--- src/rtl/crlf_bl_pkg.sv ---
// Shared types, constants and phase helpers for the CRLF blank-line remover.
`default_nettype none

package crlf_bl_pkg;

    localparam int SPACE_DEPTH_DEF = 32;
    localparam int QDEPTH          = 2;

    localparam logic [7:0] BYTE_CR  = 8'd13;
    localparam logic [7:0] BYTE_LF  = 8'd10;
    localparam logic [7:0] BYTE_SP  = 8'd32;
    localparam logic [7:0] BYTE_TAB = 8'd9;
    localparam logic [7:0] BYTE_VT  = 8'd11;
    localparam logic [7:0] BYTE_FF  = 8'd12;

    typedef struct packed {
        logic [7:0] in_byte;
        logic       in_last;
    } in_t;

    typedef struct packed {
        logic [7:0] out_byte;
        logic       run_last;
    } out_t;

    // Scan mode of the front end.
    typedef enum logic [1:0] {
        MODE_PLAIN = 2'd0,
        MODE_CR    = 2'd1,
        MODE_WS    = 2'd2,
        MODE_WS_CR = 2'd3
    } mode_t;

    // Emission command: items go out in the order flush, cr1, byte, cr_end.
    typedef struct packed {
        logic       flush;
        logic       cr1;
        logic       has_byte;
        logic [7:0] data;
        logic       cr_end;
    } cmd_t;

    // Back end phases, in emission order.
    typedef enum logic [2:0] {
        PH_IDLE  = 3'd0,
        PH_CR    = 3'd1,
        PH_LF    = 3'd2,
        PH_SPACE = 3'd3,
        PH_CR1   = 3'd4,
        PH_BYTE  = 3'd5,
        PH_CREND = 3'd6
    } phase_t;

    typedef struct packed {
        logic cmd_done;
        logic cmd_flush;
    } back_stat_t;

    function automatic logic is_hspace(input logic [7:0] b);
        return (b == BYTE_SP) || (b == BYTE_TAB) || (b == BYTE_VT) || (b == BYTE_FF);
    endfunction

    // First phase at or after 'from' that the command actually uses;
    // PH_IDLE as 'from' means the command is already past its end.
    function automatic phase_t next_phase(input cmd_t c, input logic has_sp,
                                          input phase_t from);
        phase_t p;
        p = PH_IDLE;
        priority if (from == PH_IDLE) begin
            p = PH_IDLE;
        end else if (from <= PH_CR && c.flush) begin
            p = PH_CR;
        end else if (from <= PH_LF && c.flush) begin
            p = PH_LF;
        end else if (from <= PH_SPACE && c.flush && has_sp) begin
            p = PH_SPACE;
        end else if (from <= PH_CR1 && c.cr1) begin
            p = PH_CR1;
        end else if (from <= PH_BYTE && c.has_byte) begin
            p = PH_BYTE;
        end else if (from <= PH_CREND && c.cr_end) begin
            p = PH_CREND;
        end else begin
            p = PH_IDLE;
        end
        return p;
    endfunction

    // Phase that follows in emission order; PH_IDLE past the end.
    function automatic phase_t succ_phase(input phase_t p);
        phase_t s;
        unique case (p)
            PH_CR:    s = PH_LF;
            PH_LF:    s = PH_SPACE;
            PH_SPACE: s = PH_CR1;
            PH_CR1:   s = PH_BYTE;
            PH_BYTE:  s = PH_CREND;
            default:  s = PH_IDLE;
        endcase
        return s;
    endfunction

endpackage

`default_nettype wire

--- src/rtl/crlf_bl_cmd_fifo.sv ---
// Short command queue between the classifier and the emitter.
`default_nettype none

module crlf_bl_cmd_fifo #(
    parameter int CW = 6
) (
    input  wire logic                 aclk,
    input  wire logic                 aresetn,
    input  wire logic                 push,
    input  wire crlf_bl_pkg::cmd_t    push_cmd,
    input  wire logic [CW-1:0]        push_count,
    output logic                      full,
    input  wire logic                 pop,
    output logic                      not_empty,
    output crlf_bl_pkg::cmd_t         pop_cmd,
    output logic [CW-1:0]             pop_count
);

    localparam int QD = crlf_bl_pkg::QDEPTH;
    localparam int PW = (QD > 1) ? $clog2(QD) : 1;
    localparam int NW = $clog2(QD + 1);

    crlf_bl_pkg::cmd_t cmd_reg [QD];
    logic [CW-1:0]     count_reg [QD];
    logic [PW-1:0]     wr_ptr_reg, wr_ptr_next;
    logic [PW-1:0]     rd_ptr_reg, rd_ptr_next;
    logic [NW-1:0]     fill_reg, fill_next;

    assign full      = (fill_reg == NW'(QD));
    assign not_empty = (fill_reg != '0);
    assign pop_cmd   = cmd_reg[rd_ptr_reg];
    assign pop_count = count_reg[rd_ptr_reg];

    always_comb begin
        wr_ptr_next = wr_ptr_reg;
        rd_ptr_next = rd_ptr_reg;
        fill_next   = fill_reg;
        if (push) begin
            wr_ptr_next = (wr_ptr_reg == PW'(QD - 1)) ? '0 : wr_ptr_reg + PW'(1);
        end
        if (pop) begin
            rd_ptr_next = (rd_ptr_reg == PW'(QD - 1)) ? '0 : rd_ptr_reg + PW'(1);
        end
        if (push && !pop) begin
            fill_next = fill_reg + NW'(1);
        end else if (pop && !push) begin
            fill_next = fill_reg - NW'(1);
        end
    end

    always_ff @(posedge aclk) begin
        if (!aresetn) begin
            wr_ptr_reg <= '0;
            rd_ptr_reg <= '0;
            fill_reg   <= '0;
        end else begin
            wr_ptr_reg <= wr_ptr_next;
            rd_ptr_reg <= rd_ptr_next;
            fill_reg   <= fill_next;
        end
    end

    always_ff @(posedge aclk) begin
        if (push) begin
            cmd_reg[wr_ptr_reg]   <= push_cmd;
            count_reg[wr_ptr_reg] <= push_count;
        end
    end

endmodule

`default_nettype wire

--- src/rtl/crlf_bl_front.sv ---
// Front end: accepts input bytes, tracks the scan mode and issues emission commands.
`default_nettype none

module crlf_bl_front #(
    parameter int SPACE_DEPTH = crlf_bl_pkg::SPACE_DEPTH_DEF,
    parameter int CW = $clog2(SPACE_DEPTH + 1),
    parameter int AW = (SPACE_DEPTH > 1) ? $clog2(SPACE_DEPTH) : 1
) (
    input  wire logic                   aclk,
    input  wire logic                   aresetn,
    input  wire logic                   s_valid,
    output logic                        s_ready,
    input  wire crlf_bl_pkg::in_t       s_data,
    input  wire logic                   q_full,
    output logic                        push,
    output crlf_bl_pkg::cmd_t           push_cmd,
    output logic [CW-1:0]               push_count,
    output logic                        st_we,
    output logic [AW-1:0]               st_addr,
    output logic [7:0]                  st_data,
    input  wire crlf_bl_pkg::back_stat_t back_stat
);

    localparam int FW = $clog2(crlf_bl_pkg::QDEPTH + 2);

    crlf_bl_pkg::mode_t mode_reg, mode_next;
    logic [CW-1:0]      count_reg, count_next;
    logic [FW-1:0]      flush_cnt_reg, flush_cnt_next;

    crlf_bl_pkg::cmd_t  cmd;
    logic               wr_need;
    logic               accept;
    logic [7:0]         b;

    assign b = s_data.in_byte;

    // Classify the byte against the current mode.
    always_comb begin
        cmd        = '0;
        cmd.data   = b;
        mode_next  = mode_reg;
        count_next = count_reg;
        wr_need    = 1'b0;
        unique case (mode_reg)
            crlf_bl_pkg::MODE_PLAIN: begin
                if (b == crlf_bl_pkg::BYTE_CR) begin
                    mode_next = crlf_bl_pkg::MODE_CR;
                end else begin
                    cmd.has_byte = 1'b1;
                end
            end
            crlf_bl_pkg::MODE_CR: begin
                if (b == crlf_bl_pkg::BYTE_LF) begin
                    mode_next  = crlf_bl_pkg::MODE_WS;
                    count_next = '0;
                end else begin
                    cmd.cr1 = 1'b1;
                    if (b == crlf_bl_pkg::BYTE_CR) begin
                        mode_next = crlf_bl_pkg::MODE_CR;
                    end else begin
                        cmd.has_byte = 1'b1;
                        mode_next    = crlf_bl_pkg::MODE_PLAIN;
                    end
                end
            end
            crlf_bl_pkg::MODE_WS: begin
                if (b == crlf_bl_pkg::BYTE_CR) begin
                    mode_next = crlf_bl_pkg::MODE_WS_CR;
                end else if (crlf_bl_pkg::is_hspace(b) && (count_reg < CW'(SPACE_DEPTH))) begin
                    wr_need    = 1'b1;
                    count_next = count_reg + CW'(1);
                end else begin
                    // not blank, or whitespace overflow
                    cmd.flush    = 1'b1;
                    cmd.has_byte = 1'b1;
                    mode_next    = crlf_bl_pkg::MODE_PLAIN;
                    count_next   = '0;
                end
            end
            crlf_bl_pkg::MODE_WS_CR: begin
                if (b == crlf_bl_pkg::BYTE_LF) begin
                    // blank line dropped, new CR LF held
                    mode_next  = crlf_bl_pkg::MODE_WS;
                    count_next = '0;
                end else begin
                    cmd.flush  = 1'b1;
                    cmd.cr1    = 1'b1;
                    count_next = '0;
                    if (b == crlf_bl_pkg::BYTE_CR) begin
                        mode_next = crlf_bl_pkg::MODE_CR;
                    end else begin
                        cmd.has_byte = 1'b1;
                        mode_next    = crlf_bl_pkg::MODE_PLAIN;
                    end
                end
            end
            default: begin
                mode_next = crlf_bl_pkg::MODE_PLAIN;
            end
        endcase

        // end of stream: release what is held, drop a pending blank line
        if (s_data.in_last) begin
            if (mode_next == crlf_bl_pkg::MODE_CR) begin
                cmd.cr_end = 1'b1;
            end else if (mode_next == crlf_bl_pkg::MODE_WS_CR) begin
                cmd.flush  = 1'b1;
                cmd.cr_end = 1'b1;
            end
            mode_next  = crlf_bl_pkg::MODE_PLAIN;
            count_next = '0;
        end
    end

    // Whitespace store may not be rewritten while a flush still reads it.
    assign s_ready    = !q_full && !(wr_need && (flush_cnt_reg != '0));
    assign accept     = s_valid && s_ready;
    assign push       = accept && (cmd.flush || cmd.cr1 || cmd.has_byte || cmd.cr_end);
    assign push_cmd   = cmd;
    assign push_count = count_reg;
    assign st_we      = accept && wr_need;
    assign st_addr    = AW'(count_reg);
    assign st_data    = b;

    always_comb begin
        flush_cnt_next = flush_cnt_reg;
        if ((push && cmd.flush) && !(back_stat.cmd_done && back_stat.cmd_flush)) begin
            flush_cnt_next = flush_cnt_reg + FW'(1);
        end else if (!(push && cmd.flush) && (back_stat.cmd_done && back_stat.cmd_flush)) begin
            flush_cnt_next = flush_cnt_reg - FW'(1);
        end
    end

    always_ff @(posedge aclk) begin
        if (!aresetn) begin
            mode_reg      <= crlf_bl_pkg::MODE_PLAIN;
            count_reg     <= '0;
            flush_cnt_reg <= '0;
        end else begin
            flush_cnt_reg <= flush_cnt_next;
            if (accept) begin
                mode_reg  <= mode_next;
                count_reg <= count_next;
            end
        end
    end

endmodule

`default_nettype wire

--- src/rtl/crlf_bl_back.sv ---
// Back end: whitespace store and emitter, playing commands out one byte a cycle unless stalled.
`default_nettype none

module crlf_bl_back #(
    parameter int SPACE_DEPTH = crlf_bl_pkg::SPACE_DEPTH_DEF,
    parameter int CW = $clog2(SPACE_DEPTH + 1),
    parameter int AW = (SPACE_DEPTH > 1) ? $clog2(SPACE_DEPTH) : 1
) (
    input  wire logic                 aclk,
    input  wire logic                 aresetn,
    input  wire logic                 q_valid,
    input  wire crlf_bl_pkg::cmd_t    q_cmd,
    input  wire logic [CW-1:0]        q_count,
    output logic                      q_pop,
    input  wire logic                 st_we,
    input  wire logic [AW-1:0]        st_addr,
    input  wire logic [7:0]           st_data,
    output logic                      m_valid,
    input  wire logic                 m_ready,
    output crlf_bl_pkg::out_t         m_data,
    output crlf_bl_pkg::back_stat_t   back_stat
);

    logic [7:0] space_mem [SPACE_DEPTH];
    logic [7:0] rd_data_reg;

    crlf_bl_pkg::phase_t phase_reg, phase_next, after;
    crlf_bl_pkg::cmd_t   cmd_reg, cmd_next;
    logic [CW-1:0]       cnt_reg, cnt_next;
    logic [AW-1:0]       idx_reg, idx_next;
    logic                m_valid_reg, m_valid_next;
    crlf_bl_pkg::out_t   m_data_reg, m_data_next;

    logic slot_free;
    logic emit;
    logic more_space;

    assign slot_free  = !m_valid_reg || m_ready;
    assign emit       = (phase_reg != crlf_bl_pkg::PH_IDLE) && slot_free;
    assign more_space = (CW'(idx_reg) + CW'(1)) < cnt_reg;

    // Phase sequencing and command load.
    always_comb begin
        phase_next = phase_reg;
        cmd_next   = cmd_reg;
        cnt_next   = cnt_reg;
        idx_next   = idx_reg;
        q_pop      = 1'b0;
        after      = crlf_bl_pkg::PH_IDLE;
        if (phase_reg == crlf_bl_pkg::PH_SPACE && more_space) begin
            after = crlf_bl_pkg::PH_SPACE;
        end else begin
            after = crlf_bl_pkg::next_phase(cmd_reg, cnt_reg != '0,
                                            crlf_bl_pkg::succ_phase(phase_reg));
        end

        if (phase_reg == crlf_bl_pkg::PH_IDLE || (emit && after == crlf_bl_pkg::PH_IDLE)) begin
            if (q_valid) begin
                q_pop      = 1'b1;
                cmd_next   = q_cmd;
                cnt_next   = q_count;
                idx_next   = '0;
                phase_next = crlf_bl_pkg::next_phase(q_cmd, q_count != '0,
                                                     crlf_bl_pkg::PH_CR);
            end else begin
                phase_next = crlf_bl_pkg::PH_IDLE;
            end
        end else if (emit) begin
            phase_next = after;
            if (phase_reg == crlf_bl_pkg::PH_SPACE && more_space) begin
                idx_next = idx_reg + AW'(1);
            end
        end
    end

    // Output register.
    always_comb begin
        m_valid_next = m_valid_reg;
        m_data_next  = m_data_reg;
        if (m_ready) begin
            m_valid_next = 1'b0;
        end
        if (emit) begin
            m_valid_next         = 1'b1;
            m_data_next.run_last = (after == crlf_bl_pkg::PH_IDLE);
            unique case (phase_reg)
                crlf_bl_pkg::PH_LF:    m_data_next.out_byte = crlf_bl_pkg::BYTE_LF;
                crlf_bl_pkg::PH_SPACE: m_data_next.out_byte = rd_data_reg;
                crlf_bl_pkg::PH_BYTE:  m_data_next.out_byte = cmd_reg.data;
                default:               m_data_next.out_byte = crlf_bl_pkg::BYTE_CR;
            endcase
        end
    end

    assign m_valid   = m_valid_reg;
    assign m_data    = m_data_reg;
    assign back_stat = '{cmd_done:  emit && (after == crlf_bl_pkg::PH_IDLE),
                         cmd_flush: cmd_reg.flush};

    always_ff @(posedge aclk) begin
        if (!aresetn) begin
            phase_reg   <= crlf_bl_pkg::PH_IDLE;
            m_valid_reg <= 1'b0;
        end else begin
            phase_reg   <= phase_next;
            m_valid_reg <= m_valid_next;
        end
    end

    always_ff @(posedge aclk) begin
        cmd_reg    <= cmd_next;
        cnt_reg    <= cnt_next;
        idx_reg    <= idx_next;
        m_data_reg <= m_data_next;
    end

    // Store: one write port, registered read that tracks the next index.
    always_ff @(posedge aclk) begin
        if (st_we) begin
            space_mem[st_addr] <= st_data;
        end
        rd_data_reg <= space_mem[idx_next];
    end

endmodule

`default_nettype wire

--- src/rtl/crlf_blank_line_remover.sv ---
// Top level of the CRLF blank-line remover byte filter.
`default_nettype none

// Byte-stream filter that drops blank CRLF lines: a CR LF followed by spaces,
// tabs, VT or FF and then another CR LF (or the end of the stream) is removed
// along with its whitespace; anything else is passed through unchanged. Each
// request on s_ carries one byte and a last flag; each request on m_ carries
// one kept byte, with run_last set on the final byte that a given input caused.
// A front end classifies bytes and writes whitespace into a SPACE_DEPTH-entry
// store in the back end; it hands emission commands through a two-entry queue
// to the back end, which plays them out one byte per cycle into the output
// register while the output is not stalled. Plain text runs at one byte per
// cycle under the same condition. The rate is set by the single output port:
// an input whose line is flushed puts out CR, LF, the N held whitespace bytes
// and the byte itself, plus one or two CRs when a held CR is released with it,
// and the front end holds off new whitespace while a flush is still reading
// the store. The store needs no clearing after reset.
module crlf_blank_line_remover #(
    parameter int SPACE_DEPTH = crlf_bl_pkg::SPACE_DEPTH_DEF
) (
    input  wire logic              aclk,
    input  wire logic              aresetn,
    input  wire logic              s_valid,
    output logic                   s_ready,
    input  wire crlf_bl_pkg::in_t  s_data,
    output logic                   m_valid,
    input  wire logic              m_ready,
    output crlf_bl_pkg::out_t      m_data
);

    localparam int CW = $clog2(SPACE_DEPTH + 1);
    localparam int AW = (SPACE_DEPTH > 1) ? $clog2(SPACE_DEPTH) : 1;

    // front -> queue
    logic                    push;
    crlf_bl_pkg::cmd_t       push_cmd;
    logic [CW-1:0]           push_count;
    logic                    q_full;

    // queue -> back
    logic                    q_pop;
    logic                    q_valid;
    crlf_bl_pkg::cmd_t       q_cmd;
    logic [CW-1:0]           q_count;

    // whitespace store write port, owned by the front
    logic                    st_we;
    logic [AW-1:0]           st_addr;
    logic [7:0]              st_data;

    // back -> front: tells when a flush has finished reading the store
    crlf_bl_pkg::back_stat_t back_stat;

    crlf_bl_front #(
        .SPACE_DEPTH (SPACE_DEPTH),
        .CW          (CW),
        .AW          (AW)
    ) u_front (
        .aclk       (aclk),
        .aresetn    (aresetn),
        .s_valid    (s_valid),
        .s_ready    (s_ready),
        .s_data     (s_data),
        .q_full     (q_full),
        .push       (push),
        .push_cmd   (push_cmd),
        .push_count (push_count),
        .st_we      (st_we),
        .st_addr    (st_addr),
        .st_data    (st_data),
        .back_stat  (back_stat)
    );

    crlf_bl_cmd_fifo #(
        .CW (CW)
    ) u_fifo (
        .aclk       (aclk),
        .aresetn    (aresetn),
        .push       (push),
        .push_cmd   (push_cmd),
        .push_count (push_count),
        .full       (q_full),
        .pop        (q_pop),
        .not_empty  (q_valid),
        .pop_cmd    (q_cmd),
        .pop_count  (q_count)
    );

    crlf_bl_back #(
        .SPACE_DEPTH (SPACE_DEPTH),
        .CW          (CW),
        .AW          (AW)
    ) u_back (
        .aclk      (aclk),
        .aresetn   (aresetn),
        .q_valid   (q_valid),
        .q_cmd     (q_cmd),
        .q_count   (q_count),
        .q_pop     (q_pop),
        .st_we     (st_we),
        .st_addr   (st_addr),
        .st_data   (st_data),
        .m_valid   (m_valid),
        .m_ready   (m_ready),
        .m_data    (m_data),
        .back_stat (back_stat)
    );

endmodule

`default_nettype wire
--- config.mk ---
export PLATFORM = sky130hd
export DESIGN_NAME = crlf_blank_line_remover
export DESIGN_NICKNAME = d
export VERILOG_FILES = /design/src/rtl/crlf_bl_pkg.sv /design/src/rtl/crlf_bl_cmd_fifo.sv /design/src/rtl/crlf_bl_front.sv /design/src/rtl/crlf_bl_back.sv /design/src/rtl/crlf_blank_line_remover.sv
export SDC_FILE = /design/constraint.sdc
export NUM_CORES = 1
export LEC_CHECK = 0
export ABC_AREA = 1
export BUFFER_PORTS_ARGS = -buffer_cell sky130_fd_sc_hd__buf_4
export CAP_MARGIN = 20
export CORE_MARGIN = 10
export CORE_UTILIZATION = 35
export DETAILED_ROUTE_END_ITERATION = 12
export GPL_TIMING_DRIVEN = 0
export PLACE_DENSITY = 0.52
export SYNTH_ARGS = -nofsm -noshare
export SYNTH_HDL_FRONTEND = slang
export SYNTH_SLANG_ARGS = --single-unit
--- constraint.sdc ---
create_clock -name aclk -period 6.7 [get_ports aclk]
set_clock_uncertainty 0.15 [all_clocks]
set_input_delay 1.34 -clock aclk [delete_from_list [all_inputs] [get_ports aclk]]
set_output_delay 1.34 -clock aclk [all_outputs]
set_load 0.01 [all_outputs]
# After elaboration in Yosys (flattened, before gate mapping)
# Memory sizes are Yosys's and may differ from the RTL's. A register that Yosys moved wholly into a read port is not among the register bits.
# Cells that the tools add are included.
[op_classes]
n_mux = 70
reduce_logical = 55
eq_ne = 19
addsub = 9
magnitude_cmp = 8
[ops]
columns = ["op", "n"]
rows = [
  ["$mux W3", 18],
  ["$eq A8 B4 Y1 const B", 5],
  ["$mux W1", 27],
  ["$mux W6", 4],
  ["$pmux W8 S3", 1],
  ["$logic_and A1 B1 Y1", 23],
  ["$mux W2", 10],
  ["$mux W5", 4],
  ["$pmux W6 S3", 1],
  ["$pmux W3 S5", 1],
  ["$reduce_bool A2 Y1", 6],
  ["$reduce_bool A6 Y1", 2],
  ["$le A3 B3 Y1 const B", 3],
  ["$logic_not A3 Y1", 3],
  ["$eq A2 B2 Y1 const B", 4],
  ["$eq A8 B6 Y1 const B", 1],
  ["$logic_or A1 B1 Y1", 8],
  ["$logic_not A1 Y1", 7],
  ["$add A5 B1 Y6 const B", 1],
  ["$add A6 B1 Y6 const B", 1],
  ["$eq A3 B2 Y1 const B", 2],
  ["$eq A3 B3 Y1 const B", 2],
  ["$le A3 B2 Y1 const B", 2],
  ["$lt A6 B6 Y1", 1],
  ["other kinds (19)", 24],
]
[totals]
memories = 3
register_bits = 50
output_inout_bits = 11
ramBits = 292
word_cells = 181
[mem_list]
columns = ["memory", "words", "word_bits", "read_ports", "rd_clocked_by_memory_dff", "wr", "line", "text"]
rows = [
  ["u_back.space_mem", 32, 8, 1, 1, 1, "crlf_bl_back.sv:24", "logic [7:0] space_mem [SPACE_DEPTH];"],
  ["u_fifo.cmd_reg", 2, 12, 1, 1, 1, "crlf_bl_cmd_fifo.sv:23", "crlf_bl_pkg::cmd_t cmd_reg [QD];"],
  ["u_fifo.count_reg", 2, 6, 1, 1, 1, "crlf_bl_cmd_fifo.sv:24", "logic [CW-1:0] count_reg [QD];"],
]

# Depth between registers and ports, before layout
[depth]
ltp_word = 21
ltp_mapped = 24

# By module
# A second synthesis with hierarchy kept.
[hier_totals]
hier_cells = 1517
hier_area_um2 = 16051.6
[by_module_without_submodules]
columns = ["mod", "n_inst", "seq_area_each_um2", "cells_each", "area_each_um2"]
rows = [
  ["crlf_bl_back", 1, 8838.5, 1265, 13511.7],
  ["crlf_bl_cmd_fifo", 1, 1181.1, 91, 1580.3],
  ["crlf_bl_front", 1, 200.2, 161, 959.7],
]

# Worst setup path after synthesis
# No wires, ideal clock.
[synth_timing]
path_type = "in2reg"
from = "input s_data[8] in the netlist's numbering"
to = "memory u_fifo.cmd_reg[1][0] in the netlist's numbering (enable)"
setup_slack_ps = 2740
setup_time_ps = 394
arrival_time_ps = 3416
required_time_ps = 6156
cell_stages = 11
path_cell_list = "nor2_1 -> nand2_1 -> nor2_1 -> inv_1 -> nor4_1 -> inv_1 -> nor2_1 -> nor3_1 -> a21oi_1 -> inv_1 -> nor2_1"
[synth_lines]
columns = ["item", "line", "text"]
rows = [
  ["start, declared", "crlf_blank_line_remover.sv:25", "input wire crlf_bl_pkg::in_t s_data,"],
  ["end, declared", "crlf_bl_cmd_fifo.sv:23", ""],
]

# Worst setup path in the final report
[layout_timing]
from = "input s_data[1] in the netlist's numbering"
to = "memory u_back.space_mem[0][1] (enable)"
[layout_via]
elab_chain_len = 15
[layout_rtl]
columns = ["item", "line", "text"]
rows = [
  ["$eq A8 B6 Y1 / $eq A8 B4 Y1 (equally long branches)", "crlf_bl_pkg.sv:60", "return (b == BYTE_SP) || (b == BYTE_TAB) || (b == BYTE_VT) || (b == BYTE_FF);"],
  ["$logic_or A1 B1 Y1 (3 in a row)", "crlf_bl_pkg.sv:60", ""],
  ["$logic_and A1 B1 Y1", "crlf_bl_front.sv:69", "end else if (crlf_bl_pkg::is_hspace(b) && (count_reg < CW'(SPACE_DEPTH))) begin"],
  ["$mux W1", "crlf_bl_front.sv:69", ""],
  ["$mux W1 (*)", "crlf_bl_front.sv:67", "if (b == crlf_bl_pkg::BYTE_CR) begin"],
  ["$mux W1 (*)", "crlf_bl_front.sv:44", "unique case (mode_reg)"],
  ["$logic_and A1 B1 Y1", "crlf_bl_front.sv:116", "assign s_ready = !q_full && !(wr_need && (flush_cnt_reg != '0));"],
  ["$logic_not A1 Y1", "crlf_bl_front.sv:116", ""],
  ["$logic_and A1 B1 Y1", "crlf_bl_front.sv:116", ""],
  ["$logic_and A1 B1 Y1", "crlf_bl_front.sv:117", "assign accept = s_valid && s_ready;"],
  ["$logic_and A1 B1 Y1 (*)", "crlf_bl_front.sv:121", "assign st_we = accept && wr_need;"],
  ["$mux W1 (*)", "crlf_bl_back.sv:119", "if (st_we) begin"],
  ["$mux W1 (implied by the code) (*)", "crlf_bl_back.sv:120", "space_mem[st_addr] <= st_data;"],
  ["end, declared", "crlf_bl_back.sv:24", ""],
]
# Every way passes the cells marked *; elsewhere a longest branch is shown, timed or not.

==> out/qor.txt <==
core area -> 44,200 um2
pin count of the biggest net entering global routing -> 38
commonest non-fill, non-tap cell in the layout -> edfxtp_1
VDD IR max -> 0.195 mV
Syn. warnings -> 0
Synth Flop Type -> edfxtp_1
ranking of synthesized cells by area -> edfxtp_1 (61%), nand3_1 (9.4%), nand2_1 (6.0%)
most frequent cells in the layout -> edfxtp_1 (319), nand3_1 (294), nand2_1 (250)
Worst Path Required -> 6.72 ns
RSZ-0062 raised after global routing -> false
hold depth -> 2
1st-iter DRT viols -> 843
Post-CTS Setup Repair Bufs -> 0
Post-CTS Hold Buffers -> 0
Unique masters post-synth -> 40
power after layout -> 7.79 mW
Slew Limit Fails -> 0
Async S/R FF share, synth -> 0
H-tree Lvls -> 2
setup TNS -> 0 ns
Clock Pin Slew Worst Setup and Hold Paths -> 0.06 ns
flops & latches, synth -> 351
number of fill cells -> 4,234
Fmax -> 0.204 GHz
CTS tree -> done
Max stage delay on crit path -> 0.84 ns
Root Buffer -> clkbuf_16
Reg2Reg Capture Point -> u_back.rd_data_reg[2]
Cell Pwr Density -> 435 nW/um2
Post-Syn Nets -> 1,502
Syn Std Cell Area -> 15,700 um2
DIE AREA -> 53,700 um2
Final Hold Vio Count -> 0
Routed WL -> 41,100 um
Worst-Margin Slew -> 0.895 ns
EDFF count, synth -> 319
Setup crit start kind -> input port
FP Rows -> 77
Endpoint, Worst Hold -> u_front.flush_cnt_reg[1]
GRT Resource Usage Total -> 0.151
Register Area -> 10,200 um2
share of layout cells above drive strength 1 -> 0.103
area grow syn2layout -> 14.2%
Final setup violation count -> 0
Worst Path Buf+Inv -> 4
critical path arrival -> 4.93 ns
Largest register FFs -> 256
crit path cell chain -> buf_4, inv_1, nand2_1, o22ai_1, nand2_1, o41ai_1, nand2_1, inv_1, o211ai_1, nand2_1, nor2_1, inv_1, nor4_1, nand2_1, nor2_1
post-CTS sizing -> 0
kind of critical path -> in2reg
I/O Pins -> 24
clk sinks -> 351
Crit path max-delay family -> simple AND/OR/NAND/NOR gates
initial antenna violation count -> 0
wire per inst -> 19.0 um
worst min path class -> reg2reg
vias in the first global route -> 10,300
worst reg2reg setup slack -> 2.44 ns
Final #Nets -> 1,569
# diodes -> 0
DRT Pass-1 Iters -> 5
Top cell by count, worst path -> nand2_1
leakage power -> 7.14 nW
RePlAce Congestion -> 0.869
Die X -> 232 um
post-synth top area share -> 0.611
Slew HR -> 0.403
gr ovfl total -> 0
Vias/cell -> 4.88
PortBufs -> 23
hpwl dp -> 27,400 um
status -> completed
register area share after synthesis -> 0.652
Routed Antenna Nets -> 0
worst-path maximum fanout -> 36
Clock Path Buffers -> 3
min-delay src -> u_front.flush_cnt_reg[1]
critical path's slowest cell -> nor2_1
Placed Area -> 16,600 um2
r2r worst-path depth -> 20
Finished Cell Area -> 17,900 um2
max_cap viols -> 0
syn_area_per_cell -> 10.6 um2
largest area contributor in the netlist -> edfxtp_1
Worst setup EP type -> register
min cycle time layout -> 4.91 ns
Multi-input gate area -> 4180 um2
Worst-Skew Late Latency -> 0.54 ns
initial core utilization -> 0.354
Tcrit/Tclk final -> 0.733
Die Height -> 232 um
via count -> 10,500
Mapped Cells -> 1,475
first-pass GRT wire length -> 61,700 um
RR Startpoint -> u_back.idx_reg[0]
TritonCTS Buffers -> 39
Residual DRC -> 0
-- layer usage --
| layer | part of all wire | global-route usage |
|---|---|---|
| met1 | 0.43 | 0.192 |
| met2 | 0.49 | 0.259 |
| met3 | 0.063 | 0.0292 |
| met4 | 0.019 | 0.0398 |
| met5 | 0 | 0 |
-- cells by family after synthesis --
kind of cell,count (synthesis),synth area share
adders and majority gates,14,0.0112
AOI/OAI and AO/OA,69,0.0255
muxes,15,0.0108
xor gates and xnor gates,3,0.00216
DFF,351,0.652
buffers and inverters,316,0.0820
and+or+nand+nor,707,0.216
-- Yosys cell counts, drive strengths merged (2+ instances only) --
| cell | count |
|---|---|
| a211oi | 3 |
| a21oi | 26 |
| a22o | 4 |
| buf | 47 |
| clkbuf | 19 |
| dfxtp | 32 |
| edfxtp | 319 |
| ha | 14 |
| inv | 249 |
| mux2 | 15 |
| nand2 | 255 |
| nand3 | 295 |
| nand3b | 81 |
| nand4 | 5 |
| nor2 | 61 |
| nor3 | 5 |
| nor4 | 3 |
| o21ai | 28 |
| o22ai | 2 |
| xor2 | 2 |
-- per-stage QoR --
stage | worst slack (ns) | hold WS [ns] | instances | util
after floorplan | 2.74 | 0.275 | 1475 | -
after global placement | 1.37 | 0.284 | 2090 | 0.375
after detailed placement | 1.28 | 0.293 | 2093 | 0.376
after CTS | 1.86 | 0.313 | 2162 | 0.405
after global routing | 1.53 | 0.336 | 2162 | 0.405
final | 1.79 | 0.311 | 2162 | 0.405
-- worst min-delay path: stages, from the launching register on --
cell and delay, ns:
dfxtp_1 0.31, inv_1 0.06, a21oi_1 0.05
-- how the worst max path moves through the flow --
stage | start | to | slack (ns) | cells after the start
6_report | s_data[1] | u_back.space_mem[0][1] | 1.79 | 15
5_1_grt | s_data[1] | u_back.space_mem[0][1] | 1.53 | 15
4_1_cts | s_data[1] | u_back.space_mem[0][1] | 1.86 | 15
3_5_place_dp | s_data[1] | u_back.space_mem[0][0] | 1.28 | 15
3_3_place_gp | s_data[1] | u_back.space_mem[1][1] | 1.37 | 15
2_1_floorplan | s_data[8] | u_fifo.cmd_reg[1][0] | 2.74 | 11
-- area by class of cell --
class | instances | area share
Buffer | 66 | 0.0194
Tap cell | 592 | 0.0414
Multi-Input combinational cell | 808 | 0.233
Clock buffer | 42 | 0.0564
Clock inverter | 27 | 0.0141
Timing Repair Buffer | 26 | 0.0120
Inverter | 250 | 0.0524
Sequential cell | 351 | 0.571
-- power by group --
part           internal (mW)  switching [mW]
logic                  0.826            2.13
registers               2.63          0.0818
clock network           1.25           0.875
Power figures use the tool's default switching activity.
